**config.mk**
```make
export PLATFORM = sky130hd
export DESIGN_NAME = wildcard_mask_match
export DESIGN_NICKNAME = d
export VERILOG_FILES = /design/src/hw/rtl/wmm_pkg.sv /design/src/hw/rtl/wmm_front.sv /design/src/hw/rtl/wmm_queue.sv /design/src/hw/rtl/wmm_back.sv /design/src/hw/rtl/wildcard_mask_match.sv
export SDC_FILE = /design/constraint.sdc
export NUM_CORES = 1
export LEC_CHECK = 0
export BUFFER_PORTS_ARGS = -buffer_cell sky130_fd_sc_hd__buf_2
export CORE_MARGIN = 2
export CORE_UTILIZATION = 35
export DETAILED_ROUTE_END_ITERATION = 16
export HOLD_SLACK_MARGIN = 0.12
export MAX_ROUTING_LAYER = met4
export PLACE_DENSITY_LB_ADDON = 0.12
export SLEW_MARGIN = 40
export SYNTH_ARGS = -nofsm -noshare
export SYNTH_HDL_FRONTEND = slang
export SYNTH_SLANG_ARGS = --single-unit
```
**constraint.sdc**
```tcl
create_clock -name clk -period 6 [get_ports clk]
set_input_delay 0.3 -clock clk [delete_from_list [all_inputs] [get_ports clk]]
set_output_delay 0.3 -clock clk [all_outputs]
set_load 0.01 [all_outputs]
```
**src/hw/rtl/wmm_pkg.sv**
```systemverilog
`default_nettype none
// ----------------------------------------------------------------------------
// wmm_pkg: shared definitions for the wildcard mask matcher
// Sizes, character codes, internal command codes and the queued command type.
// ----------------------------------------------------------------------------
package wmm_pkg;

    localparam int MASK_LEN    = 64;
    localparam int LEN_W       = $clog2(MASK_LEN + 1);
    localparam int POS_W       = (MASK_LEN > 1) ? $clog2(MASK_LEN) : 1;

    // input function codes
    localparam logic [1:0] FUNC_START = 2'd0;
    localparam logic [1:0] FUNC_MASK  = 2'd1;
    localparam logic [1:0] FUNC_NAME  = 2'd2;
    localparam logic [1:0] FUNC_END   = 2'd3;

    localparam logic [7:0] CH_NUL   = 8'h00;
    localparam logic [7:0] CH_STAR  = 8'h2A;
    localparam logic [7:0] CH_QMARK = 8'h3F;
    localparam logic [7:0] CH_UC_A  = 8'h41;
    localparam logic [7:0] CH_UC_Z  = 8'h5A;
    localparam logic [7:0] CASE_OFS = 8'h20;

    // internal command codes
    localparam int OP_W = 3;
    localparam logic [OP_W-1:0] OP_CLEAR   = 3'd0;
    localparam logic [OP_W-1:0] OP_LOAD    = 3'd1;
    localparam logic [OP_W-1:0] OP_RESTART = 3'd2;
    localparam logic [OP_W-1:0] OP_STEP    = 3'd3;
    localparam logic [OP_W-1:0] OP_FINISH  = 3'd4;

    localparam int QUEUE_DEPTH = 2;
    localparam int QPTR_W      = $clog2(QUEUE_DEPTH);
    localparam int QCNT_W      = $clog2(QUEUE_DEPTH + 1);

    typedef struct packed {
        logic [OP_W-1:0] op;
        logic [7:0]      ch;
    } cmd_t;

    function automatic logic [7:0] fold_case(input logic [7:0] c);
        logic [7:0] r;
        r = c;
        if (c >= CH_UC_A && c <= CH_UC_Z)
        begin
            r = c + CASE_OFS;
        end
        return r;
    endfunction

endpackage
`default_nettype wire

```
**src/hw/rtl/wmm_front.sv**
```systemverilog
`default_nettype none
// ----------------------------------------------------------------------------
// wmm_front: input acceptance and command classification
// Folds letter case and turns each input transfer into one queued command.
// ----------------------------------------------------------------------------
module wmm_front (
    input  wire logic          in_valid,
    output logic               in_ready,
    input  wire logic [1:0]    func,
    input  wire logic [7:0]    ch,
    input  wire logic          q_full,
    output logic               push,
    output wmm_pkg::cmd_t      cmd
);
    import wmm_pkg::*;

    logic [7:0] folded;

    assign folded   = fold_case(ch);
    assign in_ready = !q_full;
    assign push     = in_valid && !q_full;

    always_comb
    begin
        cmd.ch = folded;
        case (func)
            FUNC_START: cmd.op = OP_CLEAR;
            FUNC_MASK:  cmd.op = (folded == CH_NUL) ? OP_RESTART : OP_LOAD;
            FUNC_NAME:  cmd.op = (folded == CH_NUL) ? OP_FINISH : OP_STEP;
            FUNC_END:   cmd.op = OP_FINISH;
            default:    cmd.op = OP_FINISH;
        endcase
    end

endmodule
`default_nettype wire

```
**src/hw/rtl/wmm_queue.sv**
```systemverilog
`default_nettype none
// ----------------------------------------------------------------------------
// wmm_queue: short command queue
// Decouples the front from the back; full and empty come from registers.
// ----------------------------------------------------------------------------
module wmm_queue (
    input  wire logic          clk,
    input  wire logic          rst_n,
    input  wire logic          push,
    input  wire wmm_pkg::cmd_t push_cmd,
    input  wire logic          pop,
    output logic               full,
    output logic               empty,
    output wmm_pkg::cmd_t      head
);
    import wmm_pkg::*;

    cmd_t               slot_reg [QUEUE_DEPTH];
    logic [QPTR_W-1:0]  wr_ptr_reg;
    logic [QPTR_W-1:0]  wr_ptr_next;
    logic [QPTR_W-1:0]  rd_ptr_reg;
    logic [QPTR_W-1:0]  rd_ptr_next;
    logic [QCNT_W-1:0]  count_reg;
    logic [QCNT_W-1:0]  count_next;

    assign full  = (count_reg == QCNT_W'(QUEUE_DEPTH));
    assign empty = (count_reg == '0);
    assign head  = slot_reg[rd_ptr_reg];

    always_comb
    begin
        wr_ptr_next = wr_ptr_reg;
        rd_ptr_next = rd_ptr_reg;
        count_next  = count_reg;
        if (push)
        begin
            wr_ptr_next = (wr_ptr_reg == QPTR_W'(QUEUE_DEPTH - 1)) ? '0 : wr_ptr_reg + 1'b1;
        end
        if (pop)
        begin
            rd_ptr_next = (rd_ptr_reg == QPTR_W'(QUEUE_DEPTH - 1)) ? '0 : rd_ptr_reg + 1'b1;
        end
        if (push && !pop)
        begin
            count_next = count_reg + 1'b1;
        end
        else if (pop && !push)
        begin
            count_next = count_reg - 1'b1;
        end
    end

    always_ff @(posedge clk or negedge rst_n)
    begin
        if (!rst_n)
        begin
            wr_ptr_reg <= '0;
            rd_ptr_reg <= '0;
            count_reg  <= '0;
        end
        else
        begin
            wr_ptr_reg <= wr_ptr_next;
            rd_ptr_reg <= rd_ptr_next;
            count_reg  <= count_next;
        end
    end

    always_ff @(posedge clk)
    begin
        if (push)
        begin
            slot_reg[wr_ptr_reg] <= push_cmd;
        end
    end

endmodule
`default_nettype wire

```
**src/hw/rtl/wmm_back.sv**
```systemverilog
`default_nettype none
// ----------------------------------------------------------------------------
// wmm_back: mask store, position automaton and result register
// One command per cycle unless a held result stalls; carry-chain star closure.
// ----------------------------------------------------------------------------
module wmm_back (
    input  wire logic          clk,
    input  wire logic          rst_n,
    input  wire logic          q_empty,
    input  wire wmm_pkg::cmd_t head,
    output logic               pop,
    output logic               out_valid,
    input  wire logic          out_ready,
    output logic               matched,
    output logic               overflow
);
    import wmm_pkg::*;

    logic [7:0]          chars_reg [MASK_LEN];
    logic [MASK_LEN-1:0] star_reg;
    logic [MASK_LEN-1:0] star_next;
    logic [MASK_LEN-1:0] used_reg;
    logic [MASK_LEN-1:0] used_next;
    logic [LEN_W-1:0]    len_reg;
    logic [LEN_W-1:0]    len_next;
    logic                ovf_reg;
    logic                ovf_next;
    logic [MASK_LEN:0]   act_reg;
    logic [MASK_LEN:0]   act_next;
    logic                out_valid_reg;
    logic                out_valid_next;
    logic                matched_reg;
    logic                overflow_reg;

    logic                room;
    logic                wr_en;
    logic [MASK_LEN:0]   advanced;
    logic [MASK_LEN:0]   seed;
    logic [MASK_LEN:0]   star_ext;
    logic [MASK_LEN:0]   gen;
    logic [MASK_LEN:0]   sum;
    logic [MASK_LEN:0]   carries;
    logic                is_finish;
    logic                hit;

    assign is_finish = (head.op == OP_FINISH);
    assign pop       = !q_empty && (!is_finish || !out_valid_reg || out_ready);
    assign room      = (len_reg < LEN_W'(MASK_LEN));
    assign wr_en     = pop && (head.op == OP_LOAD) && room;
    assign hit       = act_reg[len_reg] && !ovf_reg;

    // one parallel step over all stored positions
    always_comb
    begin
        advanced = '0;
        for (int i = 0; i < MASK_LEN; i++)
        begin
            if (act_reg[i] && used_reg[i])
            begin
                if (star_reg[i])
                begin
                    advanced[i] = 1'b1;
                end
                else if (head.ch != CH_STAR &&
                         (chars_reg[i] == CH_QMARK || chars_reg[i] == head.ch))
                begin
                    advanced[i+1] = 1'b1;
                end
            end
        end
    end

    always_comb
    begin
        star_next = star_reg;
        used_next = used_reg;
        len_next  = len_reg;
        ovf_next  = ovf_reg;
        seed      = (MASK_LEN + 1)'(1);
        if (pop)
        begin
            case (head.op)
                OP_CLEAR:
                begin
                    star_next = '0;
                    used_next = '0;
                    len_next  = '0;
                    ovf_next  = 1'b0;
                end
                OP_LOAD:
                begin
                    if (room)
                    begin
                        star_next[len_reg[POS_W-1:0]] = (head.ch == CH_STAR);
                        used_next[len_reg[POS_W-1:0]] = 1'b1;
                        len_next = len_reg + 1'b1;
                    end
                    else
                    begin
                        ovf_next = 1'b1;
                    end
                end
                OP_STEP:
                begin
                    seed = advanced;
                end
                default:
                begin
                end
            endcase
        end
    end

    // an active star lets the carry run up through the star run that follows
    assign star_ext = {1'b0, star_next};
    assign gen      = seed & star_ext;
    assign sum      = star_ext + gen;
    assign carries  = sum ^ star_ext ^ gen;

    always_comb
    begin
        act_next = act_reg;
        if (pop)
        begin
            act_next = seed | carries;
        end
    end

    always_comb
    begin
        out_valid_next = out_valid_reg;
        if (pop && is_finish)
        begin
            out_valid_next = 1'b1;
        end
        else if (out_ready)
        begin
            out_valid_next = 1'b0;
        end
    end

    always_ff @(posedge clk or negedge rst_n)
    begin
        if (!rst_n)
        begin
            star_reg      <= '0;
            used_reg      <= '0;
            len_reg       <= '0;
            ovf_reg       <= 1'b0;
            act_reg       <= (MASK_LEN + 1)'(1);
            out_valid_reg <= 1'b0;
        end
        else
        begin
            star_reg      <= star_next;
            used_reg      <= used_next;
            len_reg       <= len_next;
            ovf_reg       <= ovf_next;
            act_reg       <= act_next;
            out_valid_reg <= out_valid_next;
        end
    end

    always_ff @(posedge clk)
    begin
        if (wr_en)
        begin
            chars_reg[len_reg[POS_W-1:0]] <= head.ch;
        end
        if (pop && is_finish)
        begin
            matched_reg  <= hit;
            overflow_reg <= ovf_reg;
        end
    end

    assign out_valid = out_valid_reg;
    assign matched   = matched_reg;
    assign overflow  = overflow_reg;

endmodule
`default_nettype wire

```
**src/hw/rtl/wildcard_mask_match.sv**
```systemverilog
`default_nettype none
// ----------------------------------------------------------------------------
// wildcard_mask_match: case-insensitive wildcard mask matcher
// Front classifies input transfers, a two-entry queue buffers them and the
// back runs the position automaton and holds the result.
// ----------------------------------------------------------------------------
// path: when the queue is empty, the transfer that ends the name is written into
//   the queue, popped by the back and registered with out_valid set
// throughput: one input transfer per cycle, one automaton update per cycle;
//   a held result stalls end-of-name and, once the queue fills, the input
// reset: empty mask, no overflow, automaton at position zero, queue and
//   result register empty; stored mask characters are not cleared
module wildcard_mask_match (
    input  wire logic       clk,
    input  wire logic       rst_n,
    input  wire logic       in_valid,
    output logic            in_ready,
    input  wire logic [1:0] func,
    input  wire logic [7:0] ch,
    output logic            out_valid,
    input  wire logic       out_ready,
    output logic            matched,
    output logic            overflow
);
    import wmm_pkg::*;

    cmd_t push_cmd;
    cmd_t head;
    logic push;
    logic pop;
    logic q_full;
    logic q_empty;

    wmm_front u_front (
        .in_valid (in_valid),
        .in_ready (in_ready),
        .func     (func),
        .ch       (ch),
        .q_full   (q_full),
        .push     (push),
        .cmd      (push_cmd)
    );

    wmm_queue u_queue (
        .clk      (clk),
        .rst_n    (rst_n),
        .push     (push),
        .push_cmd (push_cmd),
        .pop      (pop),
        .full     (q_full),
        .empty    (q_empty),
        .head     (head)
    );

    wmm_back u_back (
        .clk       (clk),
        .rst_n     (rst_n),
        .q_empty   (q_empty),
        .head      (head),
        .pop       (pop),
        .out_valid (out_valid),
        .out_ready (out_ready),
        .matched   (matched),
        .overflow  (overflow)
    );

endmodule
`default_nettype wire

```
==> flow_summary_export.csv, run 1 <==
group,metric,value,unit
run_status,outcome,"finished, final reports clean",
synthesis,synth_seq_area_share,0.561,
layout,syn_to_final_growth,14.2,%
synthesis,synth_top_area_cell,"edfxtp_1",
critical_path,critPathMaxStageDelay,690,ps
place,dpl.hpwl,91100,um
sta,final_hold_viol_count,0,
run,max_cap_viol_count,0,
sta,worstMarginPinSlew,873,ps
global_routing,grt_pass1_wl,202000,um
clocking,post_cts_resized,0,
floorplanning,ios,18,
synthesis,ys.flop_type,"edfxtp_1",
clocking,htreeDepth,3,
critical_path,critPathMaxFanout,32,
power_and_ir_drop,power,0.0175,W
synthesis,synth_top_area_frac,0.425,
detailed_routing,routedWlPerCell,28.0,um
place,dp_cells,4752,
layout,layout-drive-gt1-share,0.111,
power_and_ir_drop,p_leak,14.2,nW
clocking,cts_hold_buf,14,
detailed_routing,drt-initial-drc-count,2946,
global_routing,grtUsageMet1,0.339,
sta,finalClockSkew,30.8,ps
global_routing,use_met2,0.399,
clocking,cts.clk_slew.worst_paths,60,ps
critical_path,cp_cell_sequence,"buf_4 > mux2i_4 > buf_12 > xnor2_1 > nor4_1 > nand3_1 > o21ai_0 > nand3_1 > a311oi_1 > o311ai_1 > or3_1 > o211a_4 > o31ai_4 > a21oi_2 > o31ai_2",
floorplanning,core.rowCount,120,
clocking,cts-buffers-inserted,85,
layout,multiInputGateArea,15700,um2
floorplanning,core_region_area,107000,um2
detailed_routing,vias,29000,
critical_path,cp.arrival,6230,ps
synthesis,synthTopCellsByArea,"edfxtp_1 (42%), dfrtp_1 (14%), xnor2_1 (12%)",
synthesis,synth_warnings,0,
critical_path,endpoint_kind,"register",
sta,grt_setup_unrepaired,"no",
synthesis,synth-edff-count,536,
place,port_buffers,17,
detailed_routing,drt-vias-per-instance,5.88,
sta,finalMaxSlewViolations,0,
critical_path,worstSetupPathType,"reg2reg",
critical_path,cp.buffers_inverters,2,
synthesis,syn_area_per_cell,11.3,um2
floorplanning,start_util,0.353,
power_and_ir_drop,powerDensity,403,nW/um2
global_routing,grtUsageTotal,0.253,
power_and_ir_drop,peakVddDrop,275,uV
sta,setup_viol,0,
critical_path,critPathRequiredTime,6590,ps
worst_hold_path,min_path_type,"in2async",
clocking,cts_tree,"built",
detailed_routing,route.detailed.drc,0,
critical_path,start_kind,"register",
global_routing,gr-total-overflow,0,
layout,final_nets,3469,
detailed_routing,wl,138000,um
synthesis,ys_top_cells_by_count,"edfxtp_1 (536), xnor2_1 (516), nor2_1 (281)",
global_routing,antenna_found_initial,3,
detailed_routing,drtAntennaViolNets,0,
critical_path,cp_slowest_cell,"o21ai_0",
place,gp_congestion,0.970,
clocking,clock_latency,680,ps
sta,period_needed,5630,ps
global_routing,grt_max_degree,139,
layout,regArea,21300,um2
sta,fmax,177,MHz
synthesis,netlist_instances,3355,
critical_path,crit_top_cell,"nand3_1",
clocking,postCtsSetupRepairBufs,0,
synthesis,synth_seq_cells,742,
synthesis,synth_nets,3373,
clocking,cts-root-buf,"clkbuf_16",
sta,layout_worst_path_cycle_share,0.939,
synthesis,syn_area,37900,um2
global_routing,grt-busiest-layer,"met2",
clocking,clockBufferDepth,3,
floorplanning,die_width,333,um
floorplanning,die_area,111000,um2
clocking,cts.sinks,742,
layout,final_cells,4922,
layout,fill_cells,10200,
synthesis,async_flop_share,0.278,
synthesis,ys_types,102,
layout,diodes,0,
sta,max_slew_margin,0.410,
floorplanning,die_y,333,um
detailed_routing,firstDrtPassIters,6,
sta,tns,0,ps
global_routing,met3_usage,0.0330,
global_routing,first_global_vias,29200,
layout,largest_register_ffs,512,
critical_path,critPathTopFamily,"compound AO/OA/AOI/OAI gates",
synthesis,synth_most_common_cell,"edfxtp_1",
==> final timing paths <==
kind	startpoint	end	slack [ps]	depth (start not counted)
max	u_queue.rd_ptr_reg	u_back.act_reg[64]	370	15
min	rst_n	u_queue.count_reg[1]	180	2
max reg2reg	u_queue.rd_ptr_reg	u_back.act_reg[64]	370	15
min reg2reg	u_queue.count_reg[1]	u_queue.count_reg[1]	510	1
max in group asynchronous	rst_n	u_back.used_reg[45]	4490	4
min in group clk	ch[3]	u_queue.slot_reg[0][3]	410	2
==> metrics by stage <==
| stage | hold WS (ps) | utilization | worst slack [ps] | area, um2 |
|---|---|---|---|---|
| final | 176 | 0.404 | 365 | 43300 |
| after global routing | 208 | 0.404 | 204 | 43300 |
| after CTS | 183 | 0.403 | 539 | 43200 |
| after detailed placement | 301 | 0.376 | 555 | 40300 |
| after global placement | 297 | 0.376 | 581 | 40300 |
| after floorplan | 4.41 | - | 1620 | 37900 |
==> layer usage <==
layer	share of wire	wire length, um
met1	0.45	61700
met2	0.47	64700
met5	0	0
met3	0.055	7590
met4	0.030	4070
==> logic make-up (layout without fill, tap and decap cells) <==
kind of cell / count (synthesis) / after routing / synth area share
compound gates: 744 / 744 / 0.134
xor+xnor: 521 / 521 / 0.120
fa+ha+maj: 4 / 4 / 0.00132
buf+inv: 228 / 392 / 0.0305
flops: 742 / 742 / 0.561
mux: 15 / 15 / 0.00452
simple gates: 1101 / 1101 / 0.149
==> layout make-up <==
type                            instances  area share
Clock buffer                          106      0.0526
Clock inverter                         49      0.0107
Inverter                               57     0.00515
Multi-Input combinational cell       2385       0.363
Sequential cell                       742       0.491
Tap cell                             1403      0.0406
Timing Repair Buffer                  180      0.0371
==> where the power goes <==
group | switching (W) | leakage, nW | internal [W]
clock | 0.00220 | 1.34 | 0.00300
sequential | 0.000274 | 7.66 | 0.00617
combinational | 0.00398 | 5.16 | 0.00182
==> layout by cell type (no fill, tap or decap), types with 14 or more instances in the layout <==
| master | synthesis | final |
|---|---|---|
| xnor2_1 | 516 | 516 |
| nand4_1 | 86 | 86 |
| nand4b_1 | 19 | 19 |
| nor4_1 | 182 | 181 |
| dlygate4sd3_1 | 0 | 14 |
| buf_12 | 0 | 18 |
| clkbuf_1 | 95 | 15 |
| nand2b_1 | 15 | 15 |
| o21a_1 | 19 | 19 |
| edfxtp_1 | 536 | 536 |
| a22oi_1 | 52 | 52 |
| nand2_1 | 249 | 246 |
| dfrtp_1 | 205 | 205 |
| a211oi_1 | 26 | 26 |
| buf_2 | 16 | 16 |
| nor3_1 | 44 | 41 |
| o21ai_0 | 143 | 143 |
| a31oi_1 | 21 | 21 |
| a21oi_1 | 213 | 212 |
| nor2_1 | 281 | 277 |
| and3_1 | 16 | 16 |
| o31a_1 | 18 | 18 |
| clkinv_2 | 0 | 20 |
| clkbuf_16 | 0 | 86 |
| inv_1 | 57 | 48 |
| a32oi_1 | 17 | 17 |
| nand3b_1 | 16 | 16 |
| o41ai_1 | 59 | 57 |
| a21o_1 | 17 | 17 |
| o211ai_1 | 15 | 15 |
| nand3_1 | 93 | 93 |
| nor4b_1 | 16 | 15 |
| buf_4 | 34 | 128 |
Note: power is estimated with default switching activity, not from simulation.
==> run 2, diff against run 1 <==
--- a/config.mk
+++ b/config.mk
@@ -7,7 +7,7 @@
 export LEC_CHECK = 0
 export BUFFER_PORTS_ARGS = -buffer_cell sky130_fd_sc_hd__buf_2
 export CORE_MARGIN = 2
-export CORE_UTILIZATION = 35
+export CORE_UTILIZATION = 55
 export DETAILED_ROUTE_END_ITERATION = 16
 export HOLD_SLACK_MARGIN = 0.12
 export MAX_ROUTING_LAYER = met4
==> flow_summary_export.csv, run 2 (synthesized netlist as in run 1, its figures left out) <==
group,metric,value,unit
power_and_ir_drop,p_leak,14.1,nW
floorplanning,start_util,0.554,
critical_path,start_kind,"register",
layout,largest_register_ffs,512,
sta,fmax,178,MHz
detailed_routing,drt-initial-drc-count,3533,
clocking,clockBufferDepth,3,
floorplanning,core.rowCount,96,
detailed_routing,vias,29300,
detailed_routing,drt-vias-per-instance,6.68,
layout,syn_to_final_growth,12.3,%
global_routing,grt_pass1_wl,183000,um
layout,layout-drive-gt1-share,0.104,
place,dp_cells,4220,
detailed_routing,route.detailed.drc,0,
worst_hold_path,min_path_type,"in2async",
layout,layout_common_cells,"edfxtp_1 (536), xnor2_1 (516), nor2_1 (278)",
clocking,post_cts_resized,0,
sta,grt_setup_unrepaired,"no",
critical_path,critPathRequiredTime,6570,ps
sta,finalMaxSlewViolations,0,
clocking,cts-buffers-inserted,80,
global_routing,grtUsageTotal,0.359,
critical_path,endpoint_kind,"register",
run,max_cap_viol_count,0,
critical_path,cp.arrival,6180,ps
sta,setup_viol,0,
sta,tns,0,ps
sta,max_slew_margin,0.428,
clocking,htreeDepth,3,
clocking,cts.clk_slew.worst_paths,60,ps
sta,final_hold_viol_count,0,
clocking,cts.sinks,742,
clocking,postCtsSetupRepairBufs,0,
layout,final_cells,4387,
global_routing,gr-total-overflow,0,
place,port_buffers,17,
detailed_routing,wl,124000,um
critical_path,critPathMaxFanout,13,
floorplanning,ios,18,
place,dpl.hpwl,83000,um
clocking,cts-root-buf,"clkbuf_16",
clocking,cts_hold_buf,14,
detailed_routing,firstDrtPassIters,6,
power_and_ir_drop,powerDensity,407,nW/um2
run_status,outcome,"finished, final reports clean",
floorplanning,die_y,266,um
sta,period_needed,5610,ps
clocking,clock_latency,650,ps
layout,final_nets,3452,
global_routing,first_global_vias,28900,
floorplanning,die_area,71000,um2
clocking,cts_tree,"built",
critical_path,reg2regPathDepth,16,
global_routing,antenna_found_initial,2,
layout,mostFrequentLayoutCell,"edfxtp_1",
sta,worstMarginPinSlew,859,ps
power_and_ir_drop,peakVddDrop,320,uV
sta,finalClockSkew,31.7,ps
detailed_routing,drtAntennaViolNets,0,
floorplanning,core_region_area,68300,um2
global_routing,grt_max_degree,109,
floorplanning,die_width,266,um
critical_path,worstSetupPathType,"reg2reg",
place,gp_congestion,1.04,
detailed_routing,routedWlPerCell,28.4,um
sta,layout_worst_path_cycle_share,0.935,
-- run 2: cell types whose count changed in the layout (fill, tap and decap cells not counted), sizes merged --
cell,before,now
buf,166,153
clkinv,34,26
bufinv,7,12
diode,0,3
clkinvlp,6,5
-- run 2: critical path, cell delays in order (launching register included) --
cell      delay, ps
dfrtp_1         550
buf_4           400
nand3b_1        160
o22ai_2         450
o21ai_4         300
buf_8           250
buf_4           170
nor3_1          620
a22oi_1         330
a21oi_1         420
and3_1          310
o311ai_1        170
or3_1           410
o211a_4         280
o31ai_4         350
a21oi_2         120
o31ai_2         220
-- run 2: final timing paths --
path                                    start                endpoint  slack, ps
min                                     rst_n       u_back.len_reg[6]        230
min in group clk                        ch[1]  u_queue.slot_reg[1][1]        440
min reg2reg                    u_back.ovf_reg         u_back.overflow        500
max in group asynchronous               rst_n     u_back.used_reg[42]       4720
max                        u_queue.rd_ptr_reg      u_back.act_reg[64]        390
max reg2reg                u_queue.rd_ptr_reg      u_back.act_reg[64]        390
-- run 2: per-stage QoR --
step	utilization	hold slack (ps)	cell area, um2	total power (W)	setup WS, ps
2_1_floorplan	-	4.41	37900	0.00994	1620
3_3_place_gp	0.579	477	39500	0.0120	467
3_5_place_dp	0.579	329	39600	0.0121	518
4_1_cts	0.622	253	42500	0.0173	491
5_1_grt	0.622	301	42500	0.0179	91.8
6_report	0.622	231	42500	0.0173	387
-- run 2: metal layers --
metal  vias up  track usage  part of all wire
li1      12800            -                 -
met1     14600        0.467              0.41
met5         -            -                 0
met2      1508        0.559              0.46
met4         0        0.162             0.048
met3       359       0.0532             0.082
-- run 2: final cells by class --
type	count	area, um2
diodes	3	7.51
clock buffers	105	2200
clock inverters	45	584
fillers	5348	25800
inverters	57	214
multi-input cells	2385	15700
flip-flops and latches	742	21300
well taps	882	1100
repair buffers	168	1510
-- run 2: power by group --
group / internal, W / switching (W) / total [W]
combinational: 0.00185 / 0.00384 / 0.00569
clock: 0.00312 / 0.00208 / 0.00520
sequential: 0.00617 / 0.000255 / 0.00643
total: 0.0111 / 0.00617 / 0.0173
